===== src/rtl/itp_pkg.sv =====
// shared types, codes and the character classifier of the integer text parser
package itp_pkg;

    localparam int unsigned CHAR_W   = 8;
    localparam int unsigned RADIX_W  = 5;
    localparam int unsigned MAXW_W   = 8;
    localparam int unsigned SIZE_W   = 2;
    localparam int unsigned STATUS_W = 2;
    localparam int unsigned VALUE_W  = 32;
    localparam int unsigned USED_W   = 10;
    localparam int unsigned CFG_IDX_W = 2;
    localparam int unsigned CFG_DATA_W = 8;

    localparam logic [USED_W-1:0] USED_MAX = 10'd1023;

    // register indexes
    localparam logic [CFG_IDX_W-1:0] CFG_RADIX     = 2'd0;
    localparam logic [CFG_IDX_W-1:0] CFG_MAX_WIDTH = 2'd1;
    localparam logic [CFG_IDX_W-1:0] CFG_SIZE_MODE = 2'd2;

    localparam logic [RADIX_W-1:0] RADIX_RESET = 5'd10;

    // result status codes
    localparam logic [STATUS_W-1:0] STATUS_CONVERTED = 2'd0;
    localparam logic [STATUS_W-1:0] STATUS_NO_DIGITS = 2'd1;
    localparam logic [STATUS_W-1:0] STATUS_END_FIRST = 2'd2;

    // size modes
    localparam logic [SIZE_W-1:0] SIZE_INT   = 2'd0;
    localparam logic [SIZE_W-1:0] SIZE_SHORT = 2'd1;
    localparam logic [SIZE_W-1:0] SIZE_CHAR  = 2'd2;
    localparam logic [SIZE_W-1:0] SIZE_WIDE  = 2'd3;

    localparam logic [CHAR_W-1:0] CH_LOWER_A = 8'h61;
    localparam logic [CHAR_W-1:0] CH_UPPER_A = 8'h41;
    localparam logic [CHAR_W-1:0] CH_ZERO    = 8'h30;
    localparam logic [CHAR_W-1:0] CH_NINE    = 8'h39;
    localparam logic [CHAR_W-1:0] CH_MINUS   = 8'h2D;
    localparam logic [CHAR_W-1:0] CH_PLUS    = 8'h2B;
    localparam logic [CHAR_W-1:0] CASE_GAP   = 8'h20;
    localparam logic [CHAR_W-1:0] LETTER_BASE = 8'd10;

    typedef struct packed {
        logic [RADIX_W-1:0] radix;
        logic [MAXW_W-1:0]  max_width;
        logic [SIZE_W-1:0]  size_mode;
    } t_cfg;

    // one classified input transaction
    typedef struct packed {
        logic               eoi;
        logic               is_plus;
        logic               is_minus;
        logic               big;      // digit value 32 or more, or not a digit at all
        logic [RADIX_W-1:0] dig;
    } t_cls;

    typedef struct packed {
        logic [STATUS_W-1:0] status;
        logic [VALUE_W-1:0]  value;
        logic [USED_W-1:0]   chars_used;
        logic                pushed_back;
    } t_result;

    function automatic t_cls classify(input logic [CHAR_W-1:0] c, input logic eoi);
        t_cls               r;
        logic [CHAR_W-1:0]  d;
        logic [CHAR_W-1:0]  v;
        r          = '0;
        r.eoi      = eoi;
        r.is_plus  = (c == CH_PLUS);
        r.is_minus = (c == CH_MINUS);
        d = c;
        if (d >= CH_LOWER_A) begin
            d = d - CASE_GAP;
        end
        if (d >= CH_UPPER_A) begin
            v     = d - CH_UPPER_A + LETTER_BASE;
            r.big = (v[CHAR_W-1:RADIX_W] != '0);
            r.dig = v[RADIX_W-1:0];
        end else if (d >= CH_ZERO && d <= CH_NINE) begin
            v     = d - CH_ZERO;
            r.big = 1'b0;
            r.dig = v[RADIX_W-1:0];
        end else begin
            r.big = 1'b1;
            r.dig = '0;
        end
        return r;
    endfunction

endpackage


===== src/rtl/itp_front.sv =====
// front end: classifies each character and holds it in a two-entry queue
module itp_front (
    input  logic                          i_clk,
    input  logic                          i_rst_n,
    input  logic                          i_push,
    output logic                          o_full,
    input  logic [itp_pkg::CHAR_W-1:0]    i_char_code,
    input  logic                          i_end_of_input,
    output logic                          o_valid,
    output itp_pkg::t_cls                 o_cls,
    input  logic                          i_take
);

    itp_pkg::t_cls r_q [2];
    logic          r_wr_ptr;
    logic          r_rd_ptr;
    logic [1:0]    r_count;
    logic          n_wr_ptr;
    logic          n_rd_ptr;
    logic [1:0]    n_count;
    logic          w_wr;
    logic          w_rd;

    assign o_full  = (r_count == 2'd2);
    assign o_valid = (r_count != 2'd0);
    assign o_cls   = r_q[r_rd_ptr];
    assign w_wr    = i_push && !o_full;
    assign w_rd    = i_take && o_valid;

    always_comb begin
        n_wr_ptr = w_wr ? ~r_wr_ptr : r_wr_ptr;
        n_rd_ptr = w_rd ? ~r_rd_ptr : r_rd_ptr;
        n_count  = r_count;
        if (w_wr && !w_rd) begin
            n_count = r_count + 2'd1;
        end else if (w_rd && !w_wr) begin
            n_count = r_count - 2'd1;
        end
    end

    always_ff @(posedge i_clk) begin
        if (!i_rst_n) begin
            r_wr_ptr <= 1'b0;
            r_rd_ptr <= 1'b0;
            r_count  <= 2'd0;
        end else begin
            r_wr_ptr <= n_wr_ptr;
            r_rd_ptr <= n_rd_ptr;
            r_count  <= n_count;
        end
    end

    always_ff @(posedge i_clk) begin
        if (w_wr) begin
            r_q[r_wr_ptr] <= itp_pkg::classify(i_char_code, i_end_of_input);
        end
    end

endmodule


===== src/rtl/itp_back.sv =====
// back end: conversion state machine and the two-entry result queue
module itp_back (
    input  logic                 i_clk,
    input  logic                 i_rst_n,
    input  itp_pkg::t_cfg        i_cfg,
    input  logic                 i_valid,
    input  itp_pkg::t_cls        i_cls,
    output logic                 o_take,
    output logic                 o_empty,
    input  logic                 i_pop,
    output itp_pkg::t_result     o_result
);

    typedef enum logic [1:0] {
        PH_START,
        PH_SIGNED,
        PH_DIGITS
    } t_phase;

    t_phase                          r_phase, n_phase;
    logic                            r_minus, n_minus;
    logic [itp_pkg::VALUE_W-1:0]     r_acc, n_acc;
    logic [itp_pkg::MAXW_W-1:0]      r_wl, n_wl;
    logic                            r_lim, n_lim;
    logic                            r_any, n_any;
    logic [itp_pkg::USED_W-1:0]      r_used, n_used;

    logic                            w_emit;
    itp_pkg::t_result                w_res;
    logic [itp_pkg::VALUE_W-1:0]     w_mac;
    logic [itp_pkg::VALUE_W-1:0]     w_src;
    logic [itp_pkg::VALUE_W-1:0]     w_val;
    logic                            s_lim;
    logic [itp_pkg::MAXW_W-1:0]      s_wl;
    logic [itp_pkg::USED_W-1:0]      w_used_inc;
    logic                            w_digit_ok;

    itp_pkg::t_result                r_rq [2];
    logic                            r_wr_ptr;
    logic                            r_rd_ptr;
    logic [1:0]                      r_count;
    logic                            w_push;
    logic                            w_pop;

    assign o_take = i_valid && (r_count != 2'd2);

    assign w_mac = (r_acc * {{(itp_pkg::VALUE_W-itp_pkg::RADIX_W){1'b0}}, i_cfg.radix})
                 + {{(itp_pkg::VALUE_W-itp_pkg::RADIX_W){1'b0}}, i_cls.dig};
    assign w_used_inc = (r_used < itp_pkg::USED_MAX) ? r_used + 10'd1 : r_used;
    assign w_digit_ok = !i_cls.big && (i_cls.dig < i_cfg.radix);
    assign s_lim = (r_phase == PH_START) ? (i_cfg.max_width != '0) : r_lim;
    assign s_wl  = (r_phase == PH_START) ? i_cfg.max_width : r_wl;

    always_comb begin
        n_phase = r_phase;
        n_minus = r_minus;
        n_acc   = r_acc;
        n_wl    = s_wl;
        n_lim   = s_lim;
        n_any   = r_any;
        n_used  = r_used;
        w_emit  = 1'b0;
        w_src   = r_acc;
        w_res   = '0;
        w_res.pushed_back = 1'b1;
        if (r_phase == PH_START && !i_cls.eoi && (i_cls.is_plus || i_cls.is_minus)) begin
            n_minus = i_cls.is_minus;
            n_used  = w_used_inc;
            n_wl    = s_lim ? s_wl - 8'd1 : s_wl;
            n_phase = PH_SIGNED;
        end else if (i_cls.eoi) begin
            w_emit       = 1'b1;
            w_res.status = r_any ? itp_pkg::STATUS_CONVERTED : itp_pkg::STATUS_END_FIRST;
        end else if ((s_lim && s_wl == '0) || !w_digit_ok) begin
            w_emit       = 1'b1;
            w_res.status = r_any ? itp_pkg::STATUS_CONVERTED : itp_pkg::STATUS_NO_DIGITS;
        end else begin
            n_acc   = w_mac;
            n_any   = 1'b1;
            n_used  = w_used_inc;
            n_phase = PH_DIGITS;
            if (s_lim) begin
                n_wl = s_wl - 8'd1;
                // last digit the width allows ends the field here
                if (s_wl == 8'd1) begin
                    w_emit            = 1'b1;
                    w_src             = w_mac;
                    w_res.status      = itp_pkg::STATUS_CONVERTED;
                    w_res.pushed_back = 1'b0;
                end
            end
        end

        w_val = r_minus ? (32'd0 - w_src) : w_src;
        case (i_cfg.size_mode)
            itp_pkg::SIZE_SHORT: w_val = {16'd0, w_val[15:0]};
            itp_pkg::SIZE_CHAR:  w_val = {24'd0, w_val[7:0]};
            default:             w_val = w_val;
        endcase
        w_res.value      = (w_res.status == itp_pkg::STATUS_CONVERTED) ? w_val : '0;
        w_res.chars_used = n_used;

        if (w_emit) begin
            n_phase = PH_START;
            n_minus = 1'b0;
            n_acc   = '0;
            n_wl    = '0;
            n_lim   = 1'b0;
            n_any   = 1'b0;
            n_used  = '0;
        end
    end

    always_ff @(posedge i_clk) begin
        if (!i_rst_n) begin
            r_phase <= PH_START;
            r_minus <= 1'b0;
            r_acc   <= '0;
            r_wl    <= '0;
            r_lim   <= 1'b0;
            r_any   <= 1'b0;
            r_used  <= '0;
        end else if (o_take) begin
            r_phase <= n_phase;
            r_minus <= n_minus;
            r_acc   <= n_acc;
            r_wl    <= n_wl;
            r_lim   <= n_lim;
            r_any   <= n_any;
            r_used  <= n_used;
        end
    end

    // result queue
    assign w_push   = o_take && w_emit;
    assign w_pop    = i_pop && (r_count != 2'd0);
    assign o_empty  = (r_count == 2'd0);
    assign o_result = r_rq[r_rd_ptr];

    always_ff @(posedge i_clk) begin
        if (!i_rst_n) begin
            r_wr_ptr <= 1'b0;
            r_rd_ptr <= 1'b0;
            r_count  <= 2'd0;
        end else begin
            if (w_push) begin
                r_wr_ptr <= ~r_wr_ptr;
            end
            if (w_pop) begin
                r_rd_ptr <= ~r_rd_ptr;
            end
            if (w_push && !w_pop) begin
                r_count <= r_count + 2'd1;
            end else if (w_pop && !w_push) begin
                r_count <= r_count - 2'd1;
            end
        end
    end

    always_ff @(posedge i_clk) begin
        if (w_push) begin
            r_rq[r_wr_ptr] <= w_res;
        end
    end

endmodule


===== src/rtl/integer_text_parser_top.sv =====
// top level of the integer text parser: configuration registers and the two halves
//
//  channel   | direction | handshake         | payload
//  ----------+-----------+-------------------+------------------------------------------
//  input     | in        | i_push / o_full   | i_char_code, i_end_of_input
//  result    | out       | i_pop / o_empty   | o_status, o_value, o_chars_used, o_pushed_back
//  config    | in        | i_cfg_we          | i_cfg_index, i_cfg_wdata
//
// one character a cycle sustained while the result queue is not full; the back end does one multiply-add per cycle
// a result enters the result queue at the edge at which the back end takes the transaction ending the field
// the front queue and the result queue hold two entries each, so either side may stall
// a full result queue holds the back end, which fills the front queue and raises o_full
// synchronous active-low reset empties both queues and restores the register defaults
module integer_text_parser_top (
    input  logic                               i_clk,
    input  logic                               i_rst_n,
    input  logic                               i_push,
    output logic                               o_full,
    input  logic [itp_pkg::CHAR_W-1:0]         i_char_code,
    input  logic                               i_end_of_input,
    output logic                               o_empty,
    input  logic                               i_pop,
    output logic [itp_pkg::STATUS_W-1:0]       o_status,
    output logic [itp_pkg::VALUE_W-1:0]        o_value,
    output logic [itp_pkg::USED_W-1:0]         o_chars_used,
    output logic                               o_pushed_back,
    input  logic                               i_cfg_we,
    input  logic [itp_pkg::CFG_IDX_W-1:0]      i_cfg_index,
    input  logic [itp_pkg::CFG_DATA_W-1:0]     i_cfg_wdata
);

    itp_pkg::t_cfg    r_cfg;
    itp_pkg::t_cls    w_cls;
    itp_pkg::t_result w_res;
    logic             w_valid;
    logic             w_take;

    always_ff @(posedge i_clk) begin
        if (!i_rst_n) begin
            r_cfg.radix     <= itp_pkg::RADIX_RESET;
            r_cfg.max_width <= '0;
            r_cfg.size_mode <= itp_pkg::SIZE_INT;
        end else if (i_cfg_we) begin
            case (i_cfg_index)
                itp_pkg::CFG_RADIX:     r_cfg.radix     <= i_cfg_wdata[itp_pkg::RADIX_W-1:0];
                itp_pkg::CFG_MAX_WIDTH: r_cfg.max_width <= i_cfg_wdata[itp_pkg::MAXW_W-1:0];
                itp_pkg::CFG_SIZE_MODE: r_cfg.size_mode <= i_cfg_wdata[itp_pkg::SIZE_W-1:0];
                default:                r_cfg           <= r_cfg;
            endcase
        end
    end

    itp_front u_front (
        .i_clk          (i_clk),
        .i_rst_n        (i_rst_n),
        .i_push         (i_push),
        .o_full         (o_full),
        .i_char_code    (i_char_code),
        .i_end_of_input (i_end_of_input),
        .o_valid        (w_valid),
        .o_cls          (w_cls),
        .i_take         (w_take)
    );

    itp_back u_back (
        .i_clk    (i_clk),
        .i_rst_n  (i_rst_n),
        .i_cfg    (r_cfg),
        .i_valid  (w_valid),
        .i_cls    (w_cls),
        .o_take   (w_take),
        .o_empty  (o_empty),
        .i_pop    (i_pop),
        .o_result (w_res)
    );

    assign o_status      = w_res.status;
    assign o_value       = w_res.value;
    assign o_chars_used  = w_res.chars_used;
    assign o_pushed_back = w_res.pushed_back;

endmodule


===== config.mk =====
export PLATFORM = sky130hd
export DESIGN_NAME = integer_text_parser_top
export DESIGN_NICKNAME = d
export VERILOG_FILES = /design/src/rtl/itp_pkg.sv /design/src/rtl/itp_front.sv /design/src/rtl/itp_back.sv /design/src/rtl/integer_text_parser_top.sv
export SDC_FILE = /design/constraint.sdc
export NUM_CORES = 1
export LEC_CHECK = 0
export BUFFER_PORTS_ARGS = -buffer_cell sky130_fd_sc_hd__buf_2
export CORE_ASPECT_RATIO = 0.6
export CORE_UTILIZATION = 63
export DETAILED_ROUTE_END_ITERATION = 8
export MAX_ROUTING_LAYER = met4
export PLACE_DENSITY_LB_ADDON = 0.05
export SLEW_MARGIN = 20
export SYNTH_ARGS = -nofsm -noshare
export SYNTH_HDL_FRONTEND = slang
export SYNTH_SLANG_ARGS = --single-unit

===== constraint.sdc =====
create_clock -name i_clk -period 7.9 [get_ports i_clk]
set_input_delay 0.395 -clock i_clk [delete_from_list [all_inputs] [get_ports i_clk]]
set_output_delay 0.395 -clock i_clk [all_outputs]
set_load 0.005 [all_outputs]

# Yosys cells after proc, flatten, opt, wreduce, memory -nomap -nowiden
# Memory sizes are Yosys's and may differ from the RTL's. A register that Yosys moved wholly into a read port is not among the register bits.
# Index checks and enable logic that the tools add are counted.
# classes
add_sub_neg,12
multipliers,1
n_lt_le_gt_ge,6
n_eq_ne,14
mux,67
bitwise,4
n_reduce_logical,42
# op_table
op,count
$mux 32,11
$mux 8,8
$pmux 32 s2,1
$mux 10,5
$add 32x5->32,1
$mul 32x5->32,1
$sub 1x32->32 const A,1
$mux 1,27
$mux 2,12
$mux 6,3
$eq 8x6->1 const B,2
$ge 8x7->1 const B,2
$logic_and 1x1->1,14
$add 10x1->10 const B,1
$lt 10x10->1 const B,1
$reduce_bool 2->1,5
$add 8x4->8 const B,1
$eq 8x1->1 const B,1
$ge 8x6->1 const B,1
$le 8x6->1 const B,1
$logic_not 1->1,8
$logic_not 2->1,4
$logic_not 8->1,1
$reduce_and 2->1,4
19 further kinds,30
# word_totals
ff_bits,78
mem_bits_rw,108
input_bits,24
output_inout_bits,47
wordCells,164
mem_count,2
# memory_table
memory,depth,width,read_ports,rd_ports_with_merged_regs,wr,line_no,text
u_back.r_rq,2,45,1,1,1,itp_back.sv:38,itp_pkg::t_result r_rq [2];
u_front.r_q,2,9,1,1,1,itp_front.sv:14,itp_pkg::t_cls r_q [2];

# Logic depth before layout (Yosys ltp)
# logic_depth
depth_word,13
depth_mapped,22
mapped_depth_nobuf,18

# Hierarchy
# From an unflattened synthesis, not the netlist that was laid out.
# unflattened
cells_unflattened,1613
area_unflattened_um2,15197.1
# modules_own_cells
module,instances,cells_each,area_each_um2,seq_area_each_um2
itp_back,1,1437,13306.5,3903.7
itp_front,1,115,1285.0,640.6
integer_text_parser_top,1,61,605.6,300.3

# Worst setup path after synthesis
# OpenSTA, ideal clock, no wires.
# synth_path
path_type,register to register
startpoint,reg u_back.r_phase[0]
endpoint,"mem u_back.r_rq[0][0] (netlist bit), enable pin"
setup_ps,505
t_arrival_ps,5373
required_ps,7395
path_slack_ps,2022
stages_incl_launch_ff,11
n_path_buf,2
synth_period_minus_slack_ps,5878
path_cell_list,dfxtp_1 or2_0 buf_2 clkbuf_1 mux2i_1 ha_1 o211ai_1 o21bai_1 o21ai_1 nor3_1 nor3_1
# synth_via
elab_chain_cells,11
word_cells_on_any_way,17
classes_between,eq/ne (1); mux (9); reduce/logical (7)
# synth_lines
item,line_no,text
start: declaration,itp_back.sv:20,"t_phase r_phase, n_phase;"
start signal: assignment,itp_back.sv:124,r_phase <= n_phase;
$logic_not 2->1 *,"itp_back.sv:51, itp_back.sv:52, itp_back.sv:66",
$mux 8,itp_back.sv:52,assign s_wl = (r_phase == PH_START) ? i_cfg.max_width : r_wl;
$eq 8x1->1 / $logic_not 8->1 (equally long branches),"itp_back.sv:85, itp_back.sv:74",
$mux 1 / $logic_and 1x1->1 (equally long branches),"itp_back.sv:85, itp_back.sv:74",
$mux 1 / $logic_or 1x1->1 (equally long branches),"itp_back.sv:82, itp_back.sv:74",
$mux 1,itp_back.sv:74,end else if ((s_lim && s_wl == '0) || !w_digit_ok) begin
$mux 1,itp_back.sv:71,end else if (i_cls.eoi) begin
$mux 1 *,itp_back.sv:66,if (r_phase == PH_START && !i_cls.eoi && (i_cls.is_plus || i_cls.is_minus)) begin
$logic_and 1x1->1 *,itp_back.sv:135,assign w_push = o_take && w_emit;
$mux 1 *,itp_back.sv:161,if (w_push) begin
$mux 1 (not written as such) *,itp_back.sv:162,r_rq[r_wr_ptr] <= w_res;
end: declaration,itp_back.sv:38,
# Mark *: on every way between the ends. The rest lies on a longest branch, timed or not.

==> reports/metrics.yaml <==
status: "finished clean"
timing.fmax_mhz: 149
cts.repair.resized: 0
path_cells: "and2_1, fa_1, fa_1, inv_1, fa_1, inv_1, ha_1, nand2_1, nor2_1, nand3_1, o211ai_1, a211o_1, nand4_1, o31a_2, or3_2, o41ai_2, mux2i_1"
crit_arrival_ps: 6960
drc_errors: 0
hp-class: "input pin to flip-flop"
cts_tree: "yes"
nets: 1829
syn-num-nets: 1805
skew_ps: 13.7
tightest_slew_ps: 1120
antenna_found_initial: 0
wire_per_inst_um: 18.7
grt_pass1_vias: 10900
fin_crit_ps: 6690
antenna_left: 0
ys.flop_type: "edfxtp_1"
cp-start-kind: "flip-flop"
power_mw: 3.48
fin_tns_setup_ps: 0
clk_latency_ps: 430
grt_setup_unrepaired: "false"
maxSlewHeadroom_pct: 25.3
cts_sinks: 188
yosysWarnings: 0
synth_seq_cells: 188
track_usage_pct: 31.2
core_area_mm2: 0.0234
cap_violations: 0
yosysUniqueCellTypes: 103
setup_slack_ps: 1210
die_x_um: 203
clock-root-buffer: "clkbuf_16"
grt_max_degree: 61
wl_met2_mm: 15.3
met3_length_mm: 2.46
crit_family: "adder cells"
first_iter_violations: 1184
initial_utilization_pct: 65.0
cts_made_buffers: 17
routed_via_density: 5.98
synthToLayoutAreaGrowth_pct: 7.47
worstPathMaxFanout: 30
critPathKind: "flip-flop to flip-flop"
leakagePower_nw: 6.88
worst_ir_drop_vdd_mv: 0.165
dr.pass1.iters: 5
synth_area_per_cell_um2: 9.40
setup_viol: 0
place_hpwl_mm: 28.1
vias: 11800
cts-htree-levels: 4
fp.dieArea_mm2: 0.0248
num_rows: 43
yosysSeqAreaShare_pct: 31.8
synth_cells: 1618
final_cells: 1970
postCtsHoldBufs: 0
max-clock-path-buffers: 2
holdCritStartpoint: "i_end_of_input"
reg2reg_from: "r_cfg[13]"
worstSetupStartpoint: "r_cfg[13]"
slowest_stage: "dfxtp_1"
fin_crit_sh_pct: 84.7
die_h_um: 122
end_kind: "flip-flop"
top_layer: "met4"
syn_area_mm2: 0.0152
cellPowerDensity_mw_per_mm2: 213
diodes: 0
drive_above_1_share_pct: 12.5
grt_pass1_wl_mm: 58.7
whs_ps: 173
final_cell_mix: "inv_1 (173), and2_1 (148), nand2_1 (109), edfxtp_1 (108), nor2_1 (95)"
grt.overflow.total: 0
crit_required_ps: 8170
cts_setup_buffers: 0
clk_pin_slew_ps: 80
ios: 71
final_common_cell: "inv_1"
place_congestion: 0.916
portBuffers: 70
worstPathBufferInverterCount: 2
wl_mm: 36.8
final_hold_viol_count: 0
synthArstFlopShare_pct: 0
place_inst: 1937
met1_length_mm: 18.8
worst_path_most_repeated_cell: "fa_1"
cpPeakStageDelay_ps: 1000
dp_slack_ps: 1440
drv_slew: 0
synth_edf_count: 108
[flip-flops by register name, indices dropped and copies added (netlist names), named ones only]
signal,count
u_front.r_rd_ptr,1
u_back.r_minus,1
u_back.r_lim,1
r_cfg,15
u_back.r_rq,90
u_back.r_phase,2
u_front.r_count,2
u_back.r_wr_ptr,1
u_back.r_acc,32
u_back.r_rd_ptr,1
u_back.r_count,2
u_back.r_any,1
u_front.r_wr_ptr,1
u_back.r_wl,8
u_front.r_q,18
u_back.r_used,10
[layout make-up]
cell class / count / area (µm²)
clock buffers: 18 / 450
clock inverters: 14 / 174
fillers: 1814 / 7060
inverters: 175 / 664
multi-input cells: 1180 / 9380
flip-flops and latches: 188 / 4850
well taps: 315 / 394
repair buffers: 80 / 438
[logic make-up (layout without fill, tap and decap cells)]
group | count (synthesis) | in the layout | share of synthesized area (%)
simple gates | 560 | 560 | 20.1
compound gates | 298 | 298 | 13.4
buf+inv | 250 | 287 | 6.56
flops | 188 | 188 | 31.8
fa+ha+maj | 163 | 163 | 17.7
mux | 98 | 98 | 6.90
xor+xnor | 61 | 61 | 3.51
[Yosys cell counts, types with 7 or more instances]
cell	count	area share, %
buf_1	8	0.20
a21oi_1	71	2.3
o21a_1	8	0.39
nor2b_1	40	1.6
a31oi_1	12	0.49
nor3_1	36	1.2
xnor2_1	40	2.3
or3_1	10	0.41
o21ai_0	59	1.9
buf_2	9	0.30
fa_1	87	11
nand4_1	13	0.53
mux2_2	55	4.1
a211oi_1	10	0.49
ha_1	76	6.3
edfxtp_1	108	21
a22oi_1	14	0.69
inv_1	173	4.3
nor2_1	95	2.3
a21boi_0	12	0.59
nand2b_1	11	0.45
a21o_1	10	0.49
a22o_1	14	0.81
and4_1	7	0.40
and2_1	148	6.1
dfxtp_1	80	11
clkbuf_1	53	1.3
mux2i_1	43	2.8
xor2_1	21	1.2
o211ai_1	14	0.69
o31ai_1	11	0.54
and3_1	14	0.58
nor4_1	9	0.37
nand2_1	109	2.7
nand3_1	24	0.79
[path summary, 6_finish.rpt]
path                        endpoint  slack [ps]  cells after the start
hold reg to reg       u_back.r_wl[3]         510                      2
setup reg to reg  u_back.r_rq[0][42]        1210                     17
setup / recovery  u_back.r_rq[0][42]        1210                     17
hold / removal     u_front.r_q[1][8]         170                      1
[through the flow]
stage / util (%) / instance area, µm²
after global routing: 69.9 / 16300
after CTS: 69.8 / 16300
after floorplan: - / 15200
final: 69.9 / 16300
after global placement: 67.1 / 15700
after detailed placement: 67.1 / 15700
[layer usage]
metal	track usage (%)	vias up
met5	-	-
met4	5.08	0
met3	4.12	26
met2	44.0	380
met1	48.1	5741
li1	-	5642
[where the power goes]
part / switching [mW] / internal, mW
sequential: 0.0994 / 1.25
clock: 0.412 / 0.473
combinational: 0.751 / 0.495
total: 1.26 / 2.21
No activity file was read; power rests on OpenSTA's default activity.
